$ cat src/design/bqfe_pkg.sv
// ----------------------------------------------------------------------------
// bqfe_pkg
// Shared types, constants and fixed-point helpers of the bicubic quad field
// evaluator.
// ----------------------------------------------------------------------------
`default_nettype none

package bqfe_pkg;

  localparam int FRAC_BITS = 16;
  localparam int NODE_COUNT = 16;
  localparam int NODE_IDX_W = 4;
  localparam int VAL_W = 32;
  localparam int COORD_W = FRAC_BITS + 1;
  // 3 * coordinate, coordinate clamped to 1.0.
  localparam int S_W = FRAC_BITS + 2;
  // Multiplier operand A (row sums, nodal values) and B (bases, factors).
  localparam int AW = 38;
  localparam int BW = 21;
  localparam int PW = AW + BW;
  localparam int ACC_W = 64;
  // Width of the derivative quadratics before rounding.
  localparam int DW = 44;

  localparam int NUM_STEPS = 60;
  localparam int STEP_W = 6;
  localparam logic [STEP_W-1:0] LAST_STEP = STEP_W'(NUM_STEPS - 1);
  localparam logic [STEP_W-1:0] ROW_FIRST = STEP_W'(16);
  localparam logic [STEP_W-1:0] CMB_FIRST = STEP_W'(48);

  // Operation groups of the sequencer.
  localparam logic [1:0] GRP_BASIS = 2'd0;
  localparam logic [1:0] GRP_ROW = 2'd1;
  localparam logic [1:0] GRP_COMB = 2'd2;

  // Basis micro-operations, one per step within a coordinate.
  localparam logic [2:0] K_P01 = 3'd0;
  localparam logic [2:0] K_P02 = 3'd1;
  localparam logic [2:0] K_P12 = 3'd2;
  localparam logic [2:0] K_SQ = 3'd3;
  localparam logic [2:0] K_V3 = 3'd4;
  localparam logic [2:0] K_V2 = 3'd5;
  localparam logic [2:0] K_V1 = 3'd6;
  localparam logic [2:0] K_V0 = 3'd7;

  // Final combination sums.
  localparam logic [1:0] CMB_FV = 2'd0;
  localparam logic [1:0] CMB_DU = 2'd1;
  localparam logic [1:0] CMB_DV = 2'd2;

  typedef struct packed {
    logic       vld;
    logic [1:0] grp;
    logic       coord_v;
    logic [2:0] k;
    logic [1:0] b;
    logic [1:0] a;
    logic [1:0] sub;
    logic       last;
  } op_t;

  // Node number stored at grid position (row * 4 + column).
  function automatic logic [NODE_IDX_W-1:0] node_at(input logic [3:0] pos);
    logic [NODE_IDX_W-1:0] n;
    case (pos)
      4'd0:  n = 4'd0;
      4'd1:  n = 4'd4;
      4'd2:  n = 4'd5;
      4'd3:  n = 4'd1;
      4'd4:  n = 4'd11;
      4'd5:  n = 4'd12;
      4'd6:  n = 4'd13;
      4'd7:  n = 4'd6;
      4'd8:  n = 4'd10;
      4'd9:  n = 4'd15;
      4'd10: n = 4'd14;
      4'd11: n = 4'd7;
      4'd12: n = 4'd3;
      4'd13: n = 4'd9;
      4'd14: n = 4'd8;
      default: n = 4'd2;
    endcase
    return n;
  endfunction

  // Round to nearest, ties toward +infinity, dividing by 2**sh.
  function automatic logic signed [ACC_W-1:0] rnd_shift(
      input logic signed [ACC_W-1:0] x, input int sh);
    logic signed [ACC_W-1:0] half;
    half = 64'sd1 <<< (sh - 1);
    return (x + half) >>> sh;
  endfunction

  // Rounded division by 6 * one, via floor by 2 * one and a reciprocal for 3.
  function automatic logic signed [BW-1:0] div6_round(input logic signed [ACC_W-1:0] x);
    logic signed [ACC_W-1:0] y;
    logic [21:0] yp;
    logic [45:0] m;
    logic [21:0] qp;
    y = (x + (64'sd3 <<< FRAC_BITS)) >>> (FRAC_BITS + 1);
    yp = {y[20], y[20:0]} + 22'd3145728;
    m = yp * 24'd5592406;
    qp = m[45:24] - 22'd1048576;
    return qp[BW-1:0];
  endfunction

  // Clip to signed 32 bits; the top bit reports clipping.
  function automatic logic [VAL_W:0] clip32(input logic signed [ACC_W-1:0] x);
    logic [VAL_W:0] r;
    if (x > 64'sd2147483647) begin
      r = {1'b1, 32'h7FFF_FFFF};
    end else if (x < -64'sd2147483648) begin
      r = {1'b1, 32'h8000_0000};
    end else begin
      r = {1'b0, x[VAL_W-1:0]};
    end
    return r;
  endfunction

endpackage

`default_nettype wire

$ cat src/design/bqfe_mul.sv
// ----------------------------------------------------------------------------
// bqfe_mul
// Shared signed multiplier with a registered product.
// ----------------------------------------------------------------------------
`default_nettype none

module bqfe_mul (
  input  wire logic                             clk_i,
  input  wire logic signed [bqfe_pkg::AW-1:0]   a_i,
  input  wire logic signed [bqfe_pkg::BW-1:0]   b_i,
  output logic signed      [bqfe_pkg::PW-1:0]   p_o
);

  logic signed [bqfe_pkg::PW-1:0] p_q;

  always_ff @(posedge clk_i) begin
    p_q <= a_i * b_i;
  end

  assign p_o = p_q;

endmodule

`default_nettype wire

$ cat config.mk
export PLATFORM = sky130hd
export DESIGN_NAME = bqfe_mul
export DESIGN_NICKNAME = d
export VERILOG_FILES = /design/src/design/bqfe_pkg.sv /design/src/design/bqfe_mul.sv
export SDC_FILE = /design/constraint.sdc
export NUM_CORES = 2
export LEC_CHECK = 0
export ABC_AREA = 1
export BUFFER_PORTS_ARGS = -buffer_cell sky130_fd_sc_hd__clkbuf_2
export CAP_MARGIN = 20
export CORE_ASPECT_RATIO = 0.8
export CORE_MARGIN = 2
export CORE_UTILIZATION = 47
export CTS_CLUSTER_SIZE = 14
export DETAILED_ROUTE_END_ITERATION = 6
export PLACE_DENSITY = 0.73
export SYNTH_ARGS = -nofsm -noshare
export SYNTH_HDL_FRONTEND = slang
export SYNTH_SLANG_ARGS = --single-unit
$ cat constraint.sdc
create_clock -name clk_i -period 7.4 [get_ports clk_i]
set_clock_uncertainty 0.15 [all_clocks]
set_input_delay 0 -clock clk_i [delete_from_list [all_inputs] [get_ports clk_i]]
set_output_delay 0 -clock clk_i [all_outputs]
set_load 0.02 [all_outputs]
# Word-level counts from Yosys, hierarchy flattened
# Cells that the tools add are included.
# word_totals
out_inout_bits	59
mem_count	0
rom_bits	0
latch_bits	0
ff_bits	59
mem_bits_rw	0
# classes
mux	0
shift	0
n_bitwise	0
n_addsub	0
order_cmp	0
n_eq_ne	0
multipliers	1
n_reduce_logical	0
n_div	0
# op_table
cell	n
$mul 38x21->59	1

# Depth between registers and ports, before layout
# depth
word_depth	1
mapped_depth	31
depth_no_buf	29

# Least setup slack after synthesis
# No wires, ideal clock.
# synth_timing
path_type	input to register
from	in a_i[37] (netlist name)
to	reg p_q (netlist bit p_o[52])
setup_time_ns	0.113
required_time_ns	7.137
arrival_time_ns	5.697
n_path_buf	1
slack_ns	1.440
path_stages	24
cell_sequence	clkbuf_1 -> nand2_1 -> inv_1 -> fa_1 -> fa_1 -> fa_1 -> inv_1 -> fa_1 -> inv_1 -> fa_1 -> fa_1 -> inv_1 -> fa_1 -> inv_1 -> ha_1 -> nand2_1 -> inv_1 -> nand2_1 -> nor2_1 -> nand2_1 -> nor3_1 -> nand2_1 -> nand4_1 -> nand2_1
# synth_via
elab_chain_cells	1
# synth_rtl
item	line_no	source
start, declared	bqfe_mul.sv:9	input wire logic signed [bqfe_pkg::AW-1:0] a_i,
$mul 38x21->59	bqfe_mul.sv:17	p_q <= a_i * b_i;
end signal, assigned	bqfe_mul.sv:17	
end, declared	bqfe_mul.sv:14	logic signed [bqfe_pkg::PW-1:0] p_q;
# No other way between the ends.

# Final worst setup path
# layout_timing
from	in b_i[6] (netlist name)
to	reg p_q (netlist bit p_o[57])
# layout_via
elab_chain_cells	1
# layout_rtl
item	line_no	source
start, declared	bqfe_mul.sv:10	input wire logic signed [bqfe_pkg::BW-1:0] b_i,
$mul 38x21->59	bqfe_mul.sv:17	
# No other way between the ends.

==> metrics <==
status finished, violations left; failing checks design-rule violations; top cells by area, synth fa_1, inv_1, nand2_1, ha_1, dfxtp_1; HPWL after detailed placement 71600 um; RSZ-0062 raised after global routing no; Synth Area in Compound Gates 0.0139; CTS H-tree lvls 3; num rows 83; number of flip-flops under the largest register name 59; commonest cells after routing, fill and taps aside inv_1, nand2_1, fa_1, ha_1, nor2_1; largest fanout on the critical path 24; critical path type primary input to flip-flop; Post-Synth XOR/XNOR Area 0.00880; DRT met1 WL 35800 um; port buffer count 118; I/O pins 119; Critical Path AT 6.62 ns; main combinational cell family by area after synthesis adder cells; Req. time, crit path 7.49 ns; commonest non-fill, non-tap cell in the layout inv_1; CTS Sinks 59; Synth Instances 4052; slew margin rel. 0.377; Min-Delay Path Class primary input to flip-flop; CTS tree built; mux cell area share after synthesis 0; post-synth cell types 34; Core Region 64500 um^2; # DRC 6; wire length per cell 17.3 um; Die Width 290 um; uppermost layer routed met5; fillcell total 6274; Yosys reg bits 59; Synth area leader fa_1; Syn Std Cell Area 30800 um^2; Layout area overhead 5.39%; Post-Synth Adder-Cell Area 0.566; CTS Hold Bufs 0; Yosys top cell area share 0.508; startpoint types primary input; total gr overflow 0; antenna cells 0; Syn. warnings 0; CTS resizes 0; CTS Buf Count 9; fin nets 5050; routability cong. 0.987; syn_area_per_cell 7.61 um^2; Seq/Total Area, Yosys 0.0383; drt total wl 84800 um; met2 wire length 39700 um; post-layout min period 6.53 ns; Clock Tree Root clkbuf_16; post-synth net total 5039; Total GRT Usage 0.265; highest clock rate 153 MHz; initial core utilization 0.478; Routed Antenna Nets 0; simple-gate area share of the yosys netlist 0.192; layout cells sized above 1 0.0595; antenna violations before repair 3; CP endpoint kind flip-flop; Vias 24332; maximum root-to-sink buffer count 2; fin crit share 0.882; largest net degree at the start of global routing 29; hold depth 4; Clock transition at path regs 0.06 ns; drt initial violations 1934; Die Area 67700 um^2; buffer count from post-CTS setup fixing 0; max-cap viol count 0; first-pass GRT wire length 141000 um; fin. max-slew vios 0; Slew @ Worst Pin 0.934 ns; Setup TNS 0 ns; vias per cell 4.95; Fin. Hold Viols 0; Die Ht 233 um; number of global-route vias before repair 26423; routed wl met3 6860 um; drt pass-1 iters 7; final setup vio count 0
==> metal layers <==
metal	up-vias	global-route usage
met4	6	0.0658
met2	1033	0.451
met1	12052	0.360
met5	-	0
li1	11066	-
met3	175	0.0359
==> critical path, stage by stage <==
cell and delay, ns:
clkbuf_2 0.39, nand2_1 0.26, inv_1 0.12, fa_1 0.72, inv_1 0.16, fa_1 0.52
inv_1 0.06, fa_1 0.46, fa_1 0.53, fa_1 0.51, fa_1 0.49, inv_1 0.05
fa_1 0.49, inv_1 0.04, ha_1 0.45, nand2_1 0.16, nor2_1 0.21, nand2_1 0.18
nor2_1 0.31, nand3_1 0.26, nand3_1 0.15, nand2_1 0.06
==> area by class of cell <==
| class | instances | area, um^2 | area share |
|---|---|---|---|
| Multi-Input combinational cell | 2507 | 24100 | 0.741 |
| Inverter | 1326 | 4980 | 0.153 |
| Sequential cell | 59 | 1180 | 0.0363 |
| Tap cell | 850 | 1060 | 0.0327 |
| Timing Repair Buffer | 160 | 918 | 0.0283 |
| Clock buffer | 12 | 256 | 0.00789 |
| Clock inverter | 4 | 25.0 | 0.000770 |
==> kinds of logic after synthesis <==
| group | count (synthesis) |
|---|---|
| xor+xnor | 31 |
| fa+ha+maj | 927 |
| compound gates | 76 |
| flops | 59 |
| buf+inv | 1486 |
| simple gates | 1473 |
==> through the flow <==
step                hold slack (ns)  cell area (um^2)   util  setup slack [ns]  std cells
global route                 0.0371             32500  0.504             0.494       4918
global placement              0.267             32200  0.500             0.593       4902
detailed placement            0.265             32200  0.500             0.674       4902
finish                       0.0282             32500  0.504             0.870       4918
floorplan                    0.0553             30800      -              1.44       4052
CTS                          0.0133             32500  0.504             0.958       4918
==> synthesized netlist by cell type, drive strengths merged <==
library cell and n:
o21ai 12, nand4 16, nor3 9, nand2 1218, xor2 28, and3 1
clkbuf 133, o21a 1, and3b 2, or2 9, nand3b 2, a21boi 3
nor4 3, fa 782, buf 27, nand3 64, a21o 3, xnor2 3
o21bai 12, nor2 148, inv 1326, ha 145, a21oi 45, nor3b 1
dfxtp 59
==> final timing paths <==
kind | start | to | slack (ns)
worst max-delay path | b_i[6] | p_o[57] | 0.87
worst min-delay path | a_i[0] | p_o[0] | 0.03
Power is not shown: default switching activity piles up to over one toggle a cycle in this logic, so the estimate is an artifact.
