==> src/design/bqfe_pkg.sv <==
// ----------------------------------------------------------------------------
// bqfe_pkg
// Shared types, constants and fixed-point helpers of the bicubic quad field
// evaluator.
// ----------------------------------------------------------------------------
`default_nettype none

package bqfe_pkg;

  localparam int FRAC_BITS = 16;
  localparam int NODE_COUNT = 16;
  localparam int NODE_IDX_W = 4;
  localparam int VAL_W = 32;
  localparam int COORD_W = FRAC_BITS + 1;
  // 3 * coordinate, coordinate clamped to 1.0.
  localparam int S_W = FRAC_BITS + 2;
  // Multiplier operand A (row sums, nodal values) and B (bases, factors).
  localparam int AW = 38;
  localparam int BW = 21;
  localparam int PW = AW + BW;
  localparam int ACC_W = 64;
  // Width of the derivative quadratics before rounding.
  localparam int DW = 44;

  localparam int NUM_STEPS = 60;
  localparam int STEP_W = 6;
  localparam logic [STEP_W-1:0] LAST_STEP = STEP_W'(NUM_STEPS - 1);
  localparam logic [STEP_W-1:0] ROW_FIRST = STEP_W'(16);
  localparam logic [STEP_W-1:0] CMB_FIRST = STEP_W'(48);

  // Operation groups of the sequencer.
  localparam logic [1:0] GRP_BASIS = 2'd0;
  localparam logic [1:0] GRP_ROW = 2'd1;
  localparam logic [1:0] GRP_COMB = 2'd2;

  // Basis micro-operations, one per step within a coordinate.
  localparam logic [2:0] K_P01 = 3'd0;
  localparam logic [2:0] K_P02 = 3'd1;
  localparam logic [2:0] K_P12 = 3'd2;
  localparam logic [2:0] K_SQ = 3'd3;
  localparam logic [2:0] K_V3 = 3'd4;
  localparam logic [2:0] K_V2 = 3'd5;
  localparam logic [2:0] K_V1 = 3'd6;
  localparam logic [2:0] K_V0 = 3'd7;

  // Final combination sums.
  localparam logic [1:0] CMB_FV = 2'd0;
  localparam logic [1:0] CMB_DU = 2'd1;
  localparam logic [1:0] CMB_DV = 2'd2;

  typedef struct packed {
    logic       vld;
    logic [1:0] grp;
    logic       coord_v;
    logic [2:0] k;
    logic [1:0] b;
    logic [1:0] a;
    logic [1:0] sub;
    logic       last;
  } op_t;

  // Node number stored at grid position (row * 4 + column).
  function automatic logic [NODE_IDX_W-1:0] node_at(input logic [3:0] pos);
    logic [NODE_IDX_W-1:0] n;
    case (pos)
      4'd0:  n = 4'd0;
      4'd1:  n = 4'd4;
      4'd2:  n = 4'd5;
      4'd3:  n = 4'd1;
      4'd4:  n = 4'd11;
      4'd5:  n = 4'd12;
      4'd6:  n = 4'd13;
      4'd7:  n = 4'd6;
      4'd8:  n = 4'd10;
      4'd9:  n = 4'd15;
      4'd10: n = 4'd14;
      4'd11: n = 4'd7;
      4'd12: n = 4'd3;
      4'd13: n = 4'd9;
      4'd14: n = 4'd8;
      default: n = 4'd2;
    endcase
    return n;
  endfunction

  // Round to nearest, ties toward +infinity, dividing by 2**sh.
  function automatic logic signed [ACC_W-1:0] rnd_shift(
      input logic signed [ACC_W-1:0] x, input int sh);
    logic signed [ACC_W-1:0] half;
    half = 64'sd1 <<< (sh - 1);
    return (x + half) >>> sh;
  endfunction

  // Rounded division by 6 * one, via floor by 2 * one and a reciprocal for 3.
  function automatic logic signed [BW-1:0] div6_round(input logic signed [ACC_W-1:0] x);
    logic signed [ACC_W-1:0] y;
    logic [21:0] yp;
    logic [45:0] m;
    logic [21:0] qp;
    y = (x + (64'sd3 <<< FRAC_BITS)) >>> (FRAC_BITS + 1);
    yp = {y[20], y[20:0]} + 22'd3145728;
    m = yp * 24'd5592406;
    qp = m[45:24] - 22'd1048576;
    return qp[BW-1:0];
  endfunction

  // Clip to signed 32 bits; the top bit reports clipping.
  function automatic logic [VAL_W:0] clip32(input logic signed [ACC_W-1:0] x);
    logic [VAL_W:0] r;
    if (x > 64'sd2147483647) begin
      r = {1'b1, 32'h7FFF_FFFF};
    end else if (x < -64'sd2147483648) begin
      r = {1'b1, 32'h8000_0000};
    end else begin
      r = {1'b0, x[VAL_W-1:0]};
    end
    return r;
  endfunction

endpackage

`default_nettype wire

==> src/design/bqfe_ctrl.sv <==
// ----------------------------------------------------------------------------
// bqfe_ctrl
// Step sequencer: walks the sixty multiply steps of one evaluation.
// ----------------------------------------------------------------------------
`default_nettype none

module bqfe_ctrl (
  input  wire logic          clk_i,
  input  wire logic          rst_ni,
  input  wire logic          eval_i,
  output logic               busy_o,
  output bqfe_pkg::op_t      op_o
);

  localparam logic [1:0] ST_IDLE = 2'd0;
  localparam logic [1:0] ST_RUN = 2'd1;
  localparam logic [1:0] ST_FLUSH = 2'd2;

  logic [1:0] state_q, state_d;
  logic [bqfe_pkg::STEP_W-1:0] step_q, step_d;
  logic [4:0] idx_row;
  logic [3:0] idx_cmb;
  logic [bqfe_pkg::STEP_W-1:0] row_off, cmb_off;

  always_comb begin
    state_d = state_q;
    step_d = step_q;
    unique case (state_q)
      ST_IDLE: begin
        if (eval_i) begin
          state_d = ST_RUN;
          step_d = '0;
        end
      end
      ST_RUN: begin
        step_d = step_q + 1'b1;
        if (step_q == bqfe_pkg::LAST_STEP) begin
          state_d = ST_FLUSH;
        end
      end
      ST_FLUSH: state_d = ST_IDLE;
      default: state_d = ST_IDLE;
    endcase
  end

  always_ff @(posedge clk_i or negedge rst_ni) begin
    if (!rst_ni) begin
      state_q <= ST_IDLE;
      step_q <= '0;
    end else begin
      state_q <= state_d;
      step_q <= step_d;
    end
  end

  assign row_off = step_q - bqfe_pkg::ROW_FIRST;
  assign cmb_off = step_q - bqfe_pkg::CMB_FIRST;
  assign idx_row = row_off[4:0];
  assign idx_cmb = cmb_off[3:0];

  always_comb begin
    op_o = '0;
    op_o.vld = (state_q == ST_RUN);
    if (step_q < bqfe_pkg::ROW_FIRST) begin
      op_o.grp = bqfe_pkg::GRP_BASIS;
      op_o.coord_v = step_q[3];
      op_o.k = step_q[2:0];
    end else if (step_q < bqfe_pkg::CMB_FIRST) begin
      op_o.grp = bqfe_pkg::GRP_ROW;
      op_o.b = idx_row[4:3];
      op_o.sub = {1'b0, idx_row[2]};
      op_o.a = idx_row[1:0];
      op_o.last = (idx_row[1:0] == 2'd3);
    end else begin
      op_o.grp = bqfe_pkg::GRP_COMB;
      op_o.sub = idx_cmb[3:2];
      op_o.b = idx_cmb[1:0];
      op_o.last = (idx_cmb[1:0] == 2'd3);
    end
  end

  assign busy_o = (state_q != ST_IDLE);

endmodule

`default_nettype wire

==> config.mk <==
export PLATFORM = sky130hd
export DESIGN_NAME = bqfe_ctrl
export DESIGN_NICKNAME = d
export VERILOG_FILES = /design/src/design/bqfe_pkg.sv /design/src/design/bqfe_ctrl.sv
export SDC_FILE = /design/constraint.sdc
export NUM_CORES = 1
export LEC_CHECK = 0
export BUFFER_PORTS_ARGS = -buffer_cell sky130_fd_sc_hd__buf_2
export CORE_AREA = 2 2 39 41
export DETAILED_ROUTE_END_ITERATION = 7
export DIE_AREA = 0 0 41 43
export HOLD_SLACK_MARGIN = 0.02
export SETUP_SLACK_MARGIN = 0.2
export SLEW_MARGIN = 20
export SYNTH_ARGS = -nofsm -noshare
export SYNTH_HDL_FRONTEND = slang
export SYNTH_SLANG_ARGS = --single-unit
==> constraint.sdc <==
create_clock -name clk_i -period 1.8 [get_ports clk_i]
set_clock_uncertainty 0.05 [all_clocks]
set_input_delay 0.36 -clock clk_i [delete_from_list [all_inputs] [get_ports clk_i]]
set_output_delay 0.36 -clock clk_i [all_outputs]
set_load 0.1 [all_outputs]
# [Yosys cells after proc, flatten, opt, wreduce, memory -nomap -nowiden]
# Index checks and enable logic that the tools add are counted.
[word_totals] regBits=8 input_bits=3 output_inout_bits=15 wordCells=30
[op_classes] add_sub_neg=3 magnitude_cmp=2 eq_ne=6 muxes=12 reduce_logical=5
[ops] op="2-bit two-way mux" count=6
[ops] op="6-bit one-hot mux with 2 select lines" count=1
[ops] op="7-bit two-way mux" count=1
[ops] op="6-bit by 1-bit adder with 6-bit output, second input constant" count=1
[ops] op="6-bit equality test, second input constant" count=1
[ops] op="6-bit by 5-bit < comparator with 1-bit output, second input constant" count=1
[ops] op="6-bit < comparator, second input constant" count=1
[ops] op="6-bit two-way mux" count=1
[ops] op="5-bit subtractor, second input constant" count=1
[ops] op="2-bit equality test, second input constant" count=2
[ops] op="4-bit two-way mux" count=1
[ops] op="2-bit one-hot mux with 2 select lines" count=1
[ops] op="2-bit AND reduction" count=2
[ops] op="2-bit nonzero test" count=2
[ops] op="4-bit by 1-bit subtractor with 4-bit output, second input constant" count=1
[ops] op="3-bit two-way mux" count=1
[ops] op="2-bit by 1-bit equality test with 1-bit output, second input constant" count=1
[ops] op="2-bit zero test" count=1
[ops] op="2-bit by 1-bit != test with 1-bit output, second input constant" count=1
[ops] op="2-bit != test, second input constant" count=1

# [Depth between registers and ports, before layout]
[logic_depth] depth_word=4 ltp_mapped=4 ltp_nobuf=4

# [Worst setup path before layout]
# No wires, ideal clock.
[synth_path] path_type="flip-flop to output port" startpoint="register step_q[4] (netlist bit)" endpoint="output port op_o[3] (netlist bit)" arrival_ps=3387 required_ps=1390 path_slack_ps=-1997 path_stages_with_launch=3 n_path_buf=0 path_cell_list="dfrtp_1 > ha_1 > nor3b_1"
[synth_lines] item="from (decl)" line="bqfe_ctrl.sv:20" source="logic [bqfe_pkg::STEP_W-1:0] step_q, step_d;"
[synth_lines] item="from (signal assigned)" line="bqfe_ctrl.sv:52" source="step_q <= step_d;"
[synth_lines] item="to (decl)" line="bqfe_ctrl.sv:12" source="output bqfe_pkg::op_t op_o"

==> flow_summary_export.csv <==
group,metric,value,unit
sta,slew_viol_final,0,
setup_path,cpMaxStageDelayCell,"dfrtp_2",
layout,n_antenna_cell,0,
sta,setup_viol,1,
cts,cts_buffer_depth,2,
global_route,grt-ovfl-total,0,
setup_path,critical_path_class,"flip-flop to primary output",
outcome,violations,"negative setup slack",
setup_path,rr_worst_depth,4,
sta,fin_tns_setup,-6.57,ps
logic_synthesis,synthesis.nets,61,
routing,drc_errors,0,
routing,dr.pass1.iters,5,
floorplan,num_rows,14,
outcome,status,"finished, violations left",
logic_synthesis,avgSynthCellArea,9.15,um^2
floorplan,die_width,41,um
cts,clockRootBuffer,"clkbuf_4",
logic_synthesis,synth.distinct_cells,23,
logic_synthesis,ys.flop_type,"dfrtp_1",
floorplan,core_area,1380,um^2
setup_path,worstReg2RegStart,"state_q[0]",
cts,clkLatencyLatePin,260,ps
setup_path,arrival,1400,ps
logic_synthesis,synth_edf_count,0,
setup_path,r2r_setup_slack,460,ps
sta,finalHoldViolations,0,
setup_path,cp_slowest_stage_delay,400,ps
setup_path,crit_path_cell_trace,"ha_4 > mux2i_2 > nor2_4 > buf_12",
worst_hold_path,hold_class,"primary input to async pin",
routing,drtAntennaViolNets,0,
layout,utilization,0.749,
global_route,antenna_found_initial,0,
routing,wirelength,1170,um
routing,drtIter0Drc,11,
layout,drive_gt1_frac,0.634,
setup_path,crit_fanout,7,
sta,rsz0062_at_grt,"yes",
cts,clk_pin_slew,50,ps
routing,wire_per_inst,12.0,um
cts,cts-buffers-inserted,3,
place,gp_congestion,0.780,
floorplan,io_pins,18,
routing,vias,499,
setup_path,r2r-end,"step_q[3]",
run,cap_violations,0,
cts,htreeDepth,1,
sta,fin_crit_sh,1.00,
logic_synthesis,ys_ff_latch,8,
floorplan,dieHeight,43,um
place,dp_hpwl,839,um
cts,cts_tree,"done",
logic_synthesis,synth_area,503,um^2
setup_path,critPathRequiredTime,1390,ps
setup_path,startpoint_type,"flip-flop",
global_route,grt_start_max_net_pins,11,
logic_synthesis,syn_inst,55,
logic_synthesis,async_flop_share,1.00,
sta,max_slew_margin,0.787,
logic_synthesis,yosys_warnings,0,
place,io_buffers,17,
sta,tightest_slew,319,ps
layout,synthToLayoutAreaGrowth,106,%
sta,fin_ws,-6.57,ps
layout,nNetsFinal,89,
layout,fillers,95,
sta,period_needed,1810,ps
global_route,grt_pass1_vias,436,
routing,viasPerCell,5.09,
global_route,grt_first_pass_wirelength,1730,um
global_route,track_usage,0.151,
floorplan,die_area,1760,um^2
logic_synthesis,synth-seq-area-share,0.398,
floorplan,start_util,0.363,
setup_path,cp-end-kind,"primary output",
sta,timing.fmax,554,MHz
cts,cts_sinks,8,
-- synth_stat cells, types with 2 or more instances --
| cell | instances | area share |
|---|---|---|
| dfrtp_1 | 8 | 0.40 |
| nand2_1 | 5 | 0.037 |
| nor2_1 | 5 | 0.037 |
| and2_1 | 4 | 0.050 |
| mux2i_1 | 4 | 0.080 |
| ha_1 | 3 | 0.075 |
| nand4_1 | 3 | 0.037 |
| a21oi_1 | 2 | 0.020 |
| a22o_1 | 2 | 0.035 |
| inv_1 | 2 | 0.015 |
| nand2b_1 | 2 | 0.025 |
| nor2b_1 | 2 | 0.025 |
| nor3b_1 | 2 | 0.030 |
| o21ai_0 | 2 | 0.020 |
-- kinds of logic after synthesis --
family	Yosys count	share of synthesized area
compound gates	7	0.0896
buf+inv	5	0.0473
fa+ha+maj	3	0.0746
flops	8	0.398
simple gates	28	0.311
mux	4	0.0796
-- routing by layer --
layer	global-route usage	wire length (um)	vias up	part of all wire
li1	-	-	243	-
met1	0.163	441	225	0.38
met2	0.228	604	26	0.51
met3	0.0576	95	5	0.081
met4	0.107	34	0	0.029
met5	0	0	-	0
-- sequential cells by signal, indices dropped and copies added, names as in the netlist --
register  flops
state_q       2
step_q        6
-- critical path, delay by kind of cell (launching register included) --
family / cells / cell delay [ps]
adder cells (fa/ha/maj): 1 / 230
buffers and inverters: 1 / 160
flip-flops: 1 / 400
multiplexers: 1 / 270
AND/OR/NAND/NOR: 1 / 70
-- final cells by class --
class	instances	area, um^2	area share
clock buffers	4	26.3	0.0254
inverters	3	12.5	0.0121
multi-input cells	42	384	0.371
flip-flops and latches	8	204	0.197
well taps	16	20.0	0.0193
repair buffers	25	389	0.376
-- worst max path at each step --
stage               slack (ps)      end       from  cells after the start
floorplan                 -250  op_o[3]  step_q[5]                      4
global placement           230  op_o[5]  step_q[4]                      4
detailed placement         210  op_o[5]  step_q[4]                      4
CTS                        -40  op_o[5]  step_q[5]                      4
global route               -60  op_o[5]  step_q[5]                      4
finish                      -7  op_o[5]  step_q[4]                      4
-- per-stage QoR --
stage          instances  worst slack (ps)  hold WS [ps]  instance area [um^2]
2_1_floorplan         55              -249          14.4                   616
3_3_place_gp          88               230           156                   913
3_5_place_dp          88               205           160                   913
4_1_cts               97             -42.2           419                  1000
5_1_grt               98             -57.2           442                  1040
6_report              98             -6.57           421                  1040
-- cell usage in the layout, fill, tap and decap left out, types with 2 or more instances in the layout --
cell and count:
nand4_1 3, clkbuf_4 3, buf_4 5, a22o_1 2, dfrtp_2 3, and2_4 4
nand2_1 4, buf_12 16, inv_2 2, o21ai_0 2, nand2b_1 2, ha_4 2
nor2b_2 2, buf_2 2, mux2i_1 3, dfrtp_1 5, nor3b_4 2, nor2_4 3
-- repair_timing --
item,4_1_cts,5_1_grt
resized for setup,5,9
setup buffers,4,1
endpoints found under the hold margin,8,0
gates cloned,0,0
pin swaps,1,1
endpoints found under the setup margin,13,15
hold buffers,1,0
Power is not shown: default switching activity piles up to over one toggle a cycle in this logic, so the estimate is an artifact.
